`src/rtl/core/msdm_pkg.sv`:
```
// shared types, constants and helpers of the mirrored stripe disk mapper
package msdm_pkg;

  localparam int NUM_DISKS     = 4;
  localparam int FIRST_DISK    = 1;
  localparam int DISK_BLOCKS   = 1024;
  localparam int HEADER_BLOCKS = 1;

  localparam int HALF_DISKS = NUM_DISKS / 2;
  localparam int unsigned CAPACITY = NUM_DISKS * (DISK_BLOCKS - HEADER_BLOCKS) / 2;
  localparam int unsigned DISK_END = FIRST_DISK + NUM_DISKS;

  localparam int OP_W   = 2;
  localparam int BLK_W  = 16;
  localparam int DISK_W = 4;
  localparam int TBLK_W = 10;
  localparam int ST_W   = 3;
  localparam int MASK_W = FIRST_DISK + NUM_DISKS;
  localparam int REM_W  = $clog2(HALF_DISKS);

  localparam int DIV_SHIFT = 20;
  localparam int unsigned DIV_MULT = (1 << DIV_SHIFT) / HALF_DISKS;
  localparam int PROD_W = BLK_W + DIV_SHIFT;

  localparam int IN_DATA_W  = 24;
  localparam int OUT_DATA_W = 24;

  typedef enum logic [OP_W-1:0] {
    OP_READ   = 2'd0,
    OP_WRITE  = 2'd1,
    OP_FAIL   = 2'd2,
    OP_REPAIR = 2'd3
  } op_t;

  typedef enum logic [ST_W-1:0] {
    ST_OK          = 3'd0,
    ST_BAD_BLOCK   = 3'd1,
    ST_BOTH_FAULTY = 3'd2,
    ST_BAD_DISK    = 3'd3,
    ST_ALREADY     = 3'd4,
    ST_NOT_FAULTY  = 3'd5,
    ST_PAIR_FAULTY = 3'd6
  } status_t;

  typedef struct packed {
    op_t                opcode;
    logic [BLK_W-1:0]   block_number;
    logic [DISK_W-1:0]  disk_number;
  } item_t;

  typedef struct packed {
    status_t            status;
    logic               command_valid;
    logic               command_write;
    logic [DISK_W-1:0]  target_disk;
    logic [TBLK_W-1:0]  target_block;
    logic               copy_request;
    logic [DISK_W-1:0]  copy_source;
  } result_t;

  typedef struct packed {
    result_t first;
    result_t second;
    logic    two;
  } pair_t;

  function automatic logic mask_bit(input logic [MASK_W-1:0] mask,
                                    input logic [DISK_W-1:0] disk);
    logic [15:0] ext;
    ext = 16'(mask);
    return ext[disk];
  endfunction

  function automatic logic [MASK_W-1:0] disk_onehot(input logic [DISK_W-1:0] disk);
    logic [15:0] ext;
    ext = 16'(1) << disk;
    return MASK_W'(ext);
  endfunction

endpackage

```
`src/rtl/core/msdm_map.sv`:
```
// request decode, block mapping and fault mask update
module msdm_map (
  input  msdm_pkg::item_t                  item,
  input  logic [msdm_pkg::MASK_W-1:0]      mask,
  output msdm_pkg::pair_t                  pair,
  output logic [msdm_pkg::MASK_W-1:0]      mask_next
);

  logic [msdm_pkg::PROD_W-1:0] prod;
  logic [msdm_pkg::BLK_W-1:0]  q_est;
  logic [msdm_pkg::BLK_W-1:0]  r_est;
  logic [msdm_pkg::BLK_W-1:0]  q_fix;
  logic [msdm_pkg::BLK_W-1:0]  r_fix;
  logic [msdm_pkg::REM_W-1:0]  rem;
  logic [msdm_pkg::DISK_W-1:0] data_disk;
  logic [msdm_pkg::DISK_W-1:0] mirror;
  logic [msdm_pkg::TBLK_W-1:0] phys_blk;
  logic [msdm_pkg::DISK_W-1:0] partner;
  logic                        in_range;
  logic                        disk_ok;
  logic                        df;
  logic                        mf;
  logic                        dn_faulty;
  logic                        pt_faulty;

  // block / half disk count by reciprocal with one correction step
  assign prod  = msdm_pkg::PROD_W'(item.block_number) *
                 msdm_pkg::PROD_W'(msdm_pkg::DIV_MULT);
  assign q_est = prod[msdm_pkg::PROD_W-1:msdm_pkg::DIV_SHIFT];
  assign r_est = item.block_number -
                 msdm_pkg::BLK_W'(q_est * msdm_pkg::BLK_W'(msdm_pkg::HALF_DISKS));

  always_comb begin
    if (r_est >= msdm_pkg::BLK_W'(msdm_pkg::HALF_DISKS)) begin
      q_fix = q_est + msdm_pkg::BLK_W'(1);
      r_fix = r_est - msdm_pkg::BLK_W'(msdm_pkg::HALF_DISKS);
    end else begin
      q_fix = q_est;
      r_fix = r_est;
    end
  end

  assign rem       = msdm_pkg::REM_W'(r_fix);
  assign data_disk = msdm_pkg::DISK_W'(msdm_pkg::FIRST_DISK) +
                     msdm_pkg::DISK_W'({rem, 1'b0});
  assign mirror    = data_disk + msdm_pkg::DISK_W'(1);
  assign phys_blk  = msdm_pkg::TBLK_W'(q_fix + msdm_pkg::BLK_W'(msdm_pkg::HEADER_BLOCKS));
  assign in_range  = 32'(item.block_number) < msdm_pkg::CAPACITY;
  assign disk_ok   = (32'(item.disk_number) >= 32'(msdm_pkg::FIRST_DISK)) &&
                     (32'(item.disk_number) < msdm_pkg::DISK_END);
  assign partner   = msdm_pkg::DISK_W'(msdm_pkg::FIRST_DISK) +
                     ((item.disk_number - msdm_pkg::DISK_W'(msdm_pkg::FIRST_DISK)) ^
                      msdm_pkg::DISK_W'(1));
  assign df        = msdm_pkg::mask_bit(mask, data_disk);
  assign mf        = msdm_pkg::mask_bit(mask, mirror);
  assign dn_faulty = msdm_pkg::mask_bit(mask, item.disk_number);
  assign pt_faulty = msdm_pkg::mask_bit(mask, partner);

  always_comb begin
    pair      = '0;
    mask_next = mask;
    pair.first.status  = msdm_pkg::ST_OK;
    pair.second.status = msdm_pkg::ST_OK;
    unique case (item.opcode)
      msdm_pkg::OP_READ, msdm_pkg::OP_WRITE: begin
        if (!in_range) begin
          pair.first.status = msdm_pkg::ST_BAD_BLOCK;
        end else if (df && mf) begin
          pair.first.status = msdm_pkg::ST_BOTH_FAULTY;
        end else begin
          pair.first.command_valid = 1'b1;
          pair.first.command_write = (item.opcode == msdm_pkg::OP_WRITE);
          pair.first.target_disk   = df ? mirror : data_disk;
          pair.first.target_block  = phys_blk;
          // healthy pair on write: data disk then mirror
          if (item.opcode == msdm_pkg::OP_WRITE && !df && !mf) begin
            pair.two                  = 1'b1;
            pair.second.command_valid = 1'b1;
            pair.second.command_write = 1'b1;
            pair.second.target_disk   = mirror;
            pair.second.target_block  = phys_blk;
          end
        end
      end
      msdm_pkg::OP_FAIL: begin
        if (!disk_ok) begin
          pair.first.status = msdm_pkg::ST_BAD_DISK;
        end else if (dn_faulty) begin
          pair.first.status = msdm_pkg::ST_ALREADY;
        end else begin
          mask_next = mask | msdm_pkg::disk_onehot(item.disk_number);
        end
      end
      msdm_pkg::OP_REPAIR: begin
        if (!disk_ok) begin
          pair.first.status = msdm_pkg::ST_BAD_DISK;
        end else if (!dn_faulty) begin
          pair.first.status = msdm_pkg::ST_NOT_FAULTY;
        end else begin
          mask_next = mask & ~msdm_pkg::disk_onehot(item.disk_number);
          if (pt_faulty) begin
            pair.first.status = msdm_pkg::ST_PAIR_FAULTY;
          end else begin
            pair.first.command_valid = 1'b1;
            pair.first.target_disk   = item.disk_number;
            pair.first.copy_request  = 1'b1;
            pair.first.copy_source   = partner;
          end
        end
      end
    endcase
  end

endmodule

```
`src/rtl/core/msdm_outbuf.sv`:
```
// result register that hands out one or two results per request
module msdm_outbuf (
  input  logic                             clk,
  input  logic                             rst,
  input  logic                             load,
  input  msdm_pkg::pair_t                  pair_in,
  output logic                             can_load,
  output logic                             out_valid,
  input  logic                             out_ready,
  output msdm_pkg::result_t                out_result,
  output logic                             out_last
);

  logic            valid;
  logic            second;
  msdm_pkg::pair_t pair;

  assign out_valid  = valid;
  assign out_result = second ? pair.second : pair.first;
  assign out_last   = second || !pair.two;
  assign can_load   = !valid || (out_ready && out_last);

  always_ff @(posedge clk) begin
    if (rst) begin
      valid  <= 1'b0;
      second <= 1'b0;
    end else if (load) begin
      valid  <= 1'b1;
      second <= 1'b0;
    end else if (valid && out_ready) begin
      if (out_last) begin
        valid  <= 1'b0;
        second <= 1'b0;
      end else begin
        second <= 1'b1;
      end
    end
  end

  always_ff @(posedge clk) begin
    if (load) begin
      pair <= pair_in;
    end
  end

endmodule

```
`src/rtl/core/mirrored_stripe_disk_mapper_unit.sv`:
```
// top level of the mirrored stripe disk mapper
//
// requests arrive on the s_ stream: s_tuser carries the opcode (read, write,
// fail disk, repair disk), s_tdata the logical block and the disk number.
// results leave on the m_ stream, one or two per request, m_tlast set on the
// final result of each request. a write to a healthy pair gives two results,
// data disk first, then mirror; every other request gives one.
// a request is held in an input register, mapped and checked against the
// fault mask combinationally, and lands in a result register that drives
// m_tvalid, m_tdata and m_tlast.
// the result register frees up when its last result is taken, so the input
// register moves on in that same cycle: one request per cycle for single
// result requests while m_tready stays high; a mirrored write holds the
// result register until both its results have left the single result port.
// the fault mask changes as a request leaves the input register, so later
// requests always see the effect of earlier fail and repair requests.
// reset clears both registers and marks every disk healthy.
// while m_tready is low the current result holds, and s_tready drops once
// the input register is also occupied.
module mirrored_stripe_disk_mapper_unit (
  input  logic                               clk,
  input  logic                               rst,
  input  logic                               s_tvalid,
  output logic                               s_tready,
  // block_number, disk_number, zero pad
  input  logic [msdm_pkg::IN_DATA_W-1:0]     s_tdata,
  // opcode
  input  logic [msdm_pkg::OP_W-1:0]          s_tuser,
  output logic                               m_tvalid,
  input  logic                               m_tready,
  // status, command_valid, command_write, target_disk, target_block,
  // copy_request, copy_source
  output logic [msdm_pkg::OUT_DATA_W-1:0]    m_tdata,
  output logic                               m_tlast
);

  logic                          a_valid;
  msdm_pkg::item_t               a_item;
  logic [msdm_pkg::MASK_W-1:0]   fault_mask;
  logic [msdm_pkg::MASK_W-1:0]   fault_mask_next;
  msdm_pkg::pair_t               pair;
  logic                          can_load;
  logic                          advance;
  msdm_pkg::result_t             res;

  assign advance  = a_valid && can_load;
  assign s_tready = !a_valid || can_load;

  always_ff @(posedge clk) begin
    if (rst) begin
      a_valid    <= 1'b0;
      fault_mask <= '0;
    end else begin
      if (s_tvalid && s_tready) begin
        a_valid <= 1'b1;
      end else if (advance) begin
        a_valid <= 1'b0;
      end
      if (advance) begin
        fault_mask <= fault_mask_next;
      end
    end
  end

  always_ff @(posedge clk) begin
    if (s_tvalid && s_tready) begin
      a_item.opcode       <= msdm_pkg::op_t'(s_tuser);
      a_item.block_number <= s_tdata[msdm_pkg::BLK_W-1:0];
      a_item.disk_number  <= s_tdata[msdm_pkg::BLK_W +: msdm_pkg::DISK_W];
    end
  end

  msdm_map u_map (
    .item      (a_item),
    .mask      (fault_mask),
    .pair      (pair),
    .mask_next (fault_mask_next)
  );

  msdm_outbuf u_outbuf (
    .clk        (clk),
    .rst        (rst),
    .load       (advance),
    .pair_in    (pair),
    .can_load   (can_load),
    .out_valid  (m_tvalid),
    .out_ready  (m_tready),
    .out_result (res),
    .out_last   (m_tlast)
  );

  assign m_tdata = {res.copy_source, res.copy_request, res.target_block,
                    res.target_disk, res.command_write, res.command_valid,
                    res.status};

endmodule

```
`config.mk`:
```
export PLATFORM = sky130hd
export DESIGN_NAME = mirrored_stripe_disk_mapper_unit
export DESIGN_NICKNAME = d
export VERILOG_FILES = /design/src/rtl/core/msdm_pkg.sv /design/src/rtl/core/msdm_map.sv /design/src/rtl/core/msdm_outbuf.sv /design/src/rtl/core/mirrored_stripe_disk_mapper_unit.sv
export SDC_FILE = /design/constraint.sdc
export NUM_CORES = 1
export LEC_CHECK = 0
export ABC_AREA = 0
export BUFFER_PORTS_ARGS = -buffer_cell sky130_fd_sc_hd__buf_2
export CORE_ASPECT_RATIO = 2
export CORE_UTILIZATION = 55
export DETAILED_ROUTE_END_ITERATION = 12
export PLACE_DENSITY = 0.82
export SLEW_MARGIN = 20
export SYNTH_ARGS = -nofsm -noshare
export SYNTH_HDL_FRONTEND = slang
export SYNTH_SLANG_ARGS = --single-unit
```
`constraint.sdc`:
```
create_clock -name clk -period 4.1 [get_ports clk]
set_input_delay 0.82 -clock clk [delete_from_list [all_inputs] [get_ports clk]]
set_output_delay 0.82 -clock clk [all_outputs]
set_load 0.03 [all_outputs]
```
==> flow_summary.json <==
{
  "io_buffers": 52,
  "layout_common_cells": "edfxtp_1 (59), buf_2 (52), nor2_1 (36)",
  "netlist_area_um2": 3150,
  "avgViaCountPerCell": 5.66,
  "outcome": "completed",
  "cts_resized": 0,
  "finalSetupTns_ps": 0,
  "die_h_um": 109,
  "report.final.hold_viol_count": 0,
  "layout_min_cycle_time_ps": 3040,
  "wl_per_cell_um": 14.8,
  "drc": 0,
  "cts_root_buffer": "clkbuf_8",
  "crit_arrival_ps": 3110,
  "final_net_count": 344,
  "grt.total_usage": 0.198,
  "p_leak_nw": 1.41,
  "p_int_mw": 1.11,
  "switching_power_uw": 348,
  "power_density_nw_per_um2": 401,
  "worstSkewPairLatency_ps": 340,
  "drt_wl_total_um": 5510,
  "io_pins": 57,
  "r2r_cells": 8,
  "cts_setup_buffers": 0,
  "setup_viol": 0,
  "grt_pass1_vias": 1953,
  "grt_max_degree": 38,
  "synth_ff_type": "edfxtp_1",
  "max_freq_mhz": 329,
  "placed_area_um2": 3450,
  "cts.path.max_buffers": 2,
  "grt_pass1_wl_um": 8850,
  "p_seq_frac": 0.550,
  "gp_congestion": 0.905,
  "grt-ovfl-total": 0,
  "cp_max_fo": 13,
  "ys_async_sr_fraction": 0,
  "finalCritPeriodShare": 0.741,
  "h-tree-depth": 3,
  "die_w_um": 55.5,
  "die-area_um2": 6060,
  "synth-seq-cells": 67,
  "swShare": 0.238,
  "dr_total_vias": 2106,
  "r2r_end": "u_outbuf.pair[42]$_SDFFCE_PN0P_",
  "fin_util": 0.666,
  "p_clk_frac": 0.351,
  "hold_depth": 2,
  "rsz0062_at_grt": "no",
  "synth_cell_types": 50,
  "holdWs_ps": 573,
  "coreArea_um2": 5470,
  "power_frac_comb": 0.099,
  "diodes": 0,
  "syn_nets": 289,
  "worst_slew_pin_slew_ps": 659,
  "cts_tree": "built",
  "cts_buffers": 9,
  "timing_worst_setup_path_type": "flop to flop",
  "postRouteAntennaNets": 0,
  "cts.clk_slew.worst_paths_ps": 70,
  "area_delta_synth_final_pct": 15.6,
  "stdcell_area_um2": 3640,
  "first_pass_iters": 5,
  "fp-row-count": 38,
  "start_kind": "flop",
  "timing.rr.start": "a_item[0]$_DFFE_PP_",
  "startpoint": "a_item[0]$_DFFE_PP_",
  "hp-start": "u_outbuf.out_valid$_SDFFE_PP0P_",
  "hold_path.class": "flop to flop",
  "crit_path_max_incr_delay_ps": 620,
  "vdd_drop_max_mv": 0.340,
  "drive_above_1_share": 0.279,
  "cap_violations": 0,
  "min_to": "u_outbuf.second$_SDFFE_PP0P_",
  "cpMaxStageDelayCell": "edfxtp_1",
  "drv_slew": 0,
  "crit_chain": "inv_1, ha_1, and4bb_1, or4_4, a22oi_2, or2_1, inv_2, o2bb2ai_1",
  "drt_iter0_markers": 74,
  "syn_area_per_cell_um2": 12.5,
  "fin_skew_ps": 10.7,
  "end_kind": "flop",
  "final_common_cell": "edfxtp_1",
  "start_util": 0.576,
  "r2r_slack_ps": 1060,
  "cts-hold-fix-buffers": 0,
  "cp.required_ps": 4170,
  "dp_hpwl_um": 4030,
  "slew_headroom": 0.560,
  "ys_seq_area_frac": 0.613,
  "total_power_mw": 1.46,
  "synth_edf_count": 59,
  "antenna_found_initial": 0,
  "synthCells": 252,
  "synth_warnings": 0,
  "clock-sinks": 67
}
Yosys cell counts, types with 2 or more instances:
| cell type | n | area, µm² |
|---|---|---|
| and3b_1 | 2 | 17.5 |
| dfxtp_1 | 8 | 160 |
| nor3b_1 | 2 | 15.0 |
| edfxtp_1 | 59 | 1770 |
| a211o_1 | 2 | 17.5 |
| xor2_1 | 4 | 35.0 |
| xnor2_1 | 6 | 52.6 |
| a31oi_1 | 5 | 31.3 |
| nand3_1 | 6 | 30.0 |
| mux4_2 | 2 | 45.0 |
| mux2_2 | 12 | 135 |
| or3_1 | 2 | 12.5 |
| nor3_1 | 5 | 25.0 |
| buf_2 | 2 | 10.0 |
| a211oi_1 | 4 | 30.0 |
| clkbuf_1 | 5 | 18.8 |
| nor2_1 | 36 | 135 |
| mux2i_1 | 3 | 30.0 |
| nand2_1 | 15 | 56.3 |
| buf_6 | 2 | 22.5 |
| nor2b_1 | 13 | 81.3 |
| a21oi_1 | 6 | 30.0 |
| nor4_1 | 2 | 12.5 |
| inv_1 | 12 | 45.0 |
| o21ai_0 | 4 | 20.0 |
| nand4_1 | 2 | 12.5 |
| ha_1 | 7 | 87.6 |
| a21boi_0 | 2 | 15.0 |
how the worst max path moves through the flow:
stage	to	slack [ps]
after detailed placement	u_outbuf.pair[42]$_SDFFCE_PN0P_	1070
after CTS	u_outbuf.pair[42]$_SDFFCE_PN0P_	1060
after global routing	u_outbuf.pair[42]$_SDFFCE_PN0P_	820
final	u_outbuf.pair[42]$_SDFFCE_PN0P_	1060
after global placement	u_outbuf.pair[42]$_SDFFCE_PN0P_	1160
after floorplan	a_item[0]$_DFFE_PP_	1390
metrics by stage:
step	std cells	setup slack, ps
finish	372	1060
global route	372	823
CTS	372	1060
detailed placement	356	1070
global placement	356	1160
floorplan	252	1390
registers in the layout (all words and copies together), names as in the netlist, named ones only:
signal and count:
a_item 22, a_valid 1, u_outbuf.out_valid 1, u_outbuf.pair 37, u_outbuf.second 1
layer usage:
layer,wire [µm],up-vias,GRT usage
met3,238,20,0.0664
li1,-,1020,-
met2,3010,66,0.339
met1,2030,1000,0.203
met4,232,0,0.134
met5,0,-,0
layout make-up:
type | instances | area [µm²]
clock buffers | 11 | 131
inverters | 13 | 48.8
flip-flops and latches | 67 | 1930
clock inverters | 5 | 53.8
fillers | 422 | 1820
well taps | 60 | 75.1
repair buffers | 54 | 275
multi-input cells | 162 | 1130
power by group through the flow:
| stage | Combinational [mW] | Clock (mW) | Sequential, mW |
|---|---|---|---|
| final | 0.145 | 0.512 | 0.803 |
| after global routing | 0.157 | 0.552 | 0.807 |
| after CTS | 0.146 | 0.522 | 0.803 |
| after detailed placement | 0.145 | 0 | 0.818 |
| after global placement | 0.141 | 0 | 0.816 |
| after floorplan | 0.106 | 0 | 0.811 |
cells by family (layout without fill, tap and decap cells):
| kind of cell | count (synthesis) | in the layout | share of synthesized area |
|---|---|---|---|
| adder cells (fa/ha/maj) | 7 | 7 | 0.0278 |
| AO/OA/AOI/OAI | 32 | 32 | 0.0695 |
| AND/OR/NAND/NOR | 93 | 93 | 0.150 |
| multiplexers | 18 | 18 | 0.0703 |
| buffers and inverters | 23 | 83 | 0.0329 |
| other | 1 | 1 | 0.00119 |
| flip-flops | 67 | 67 | 0.613 |
| XOR/XNOR | 11 | 11 | 0.0349 |
critical path, delay by kind of cell (launching register included):
kind	cells	cell delay, ps
buffers and inverters	2	280
adder cells (fa/ha/maj)	1	430
flip-flops	1	620
AND/OR/NAND/NOR	3	1070
AO/OA/AOI/OAI	2	380
No activity file was read; power rests on OpenSTA's default activity.
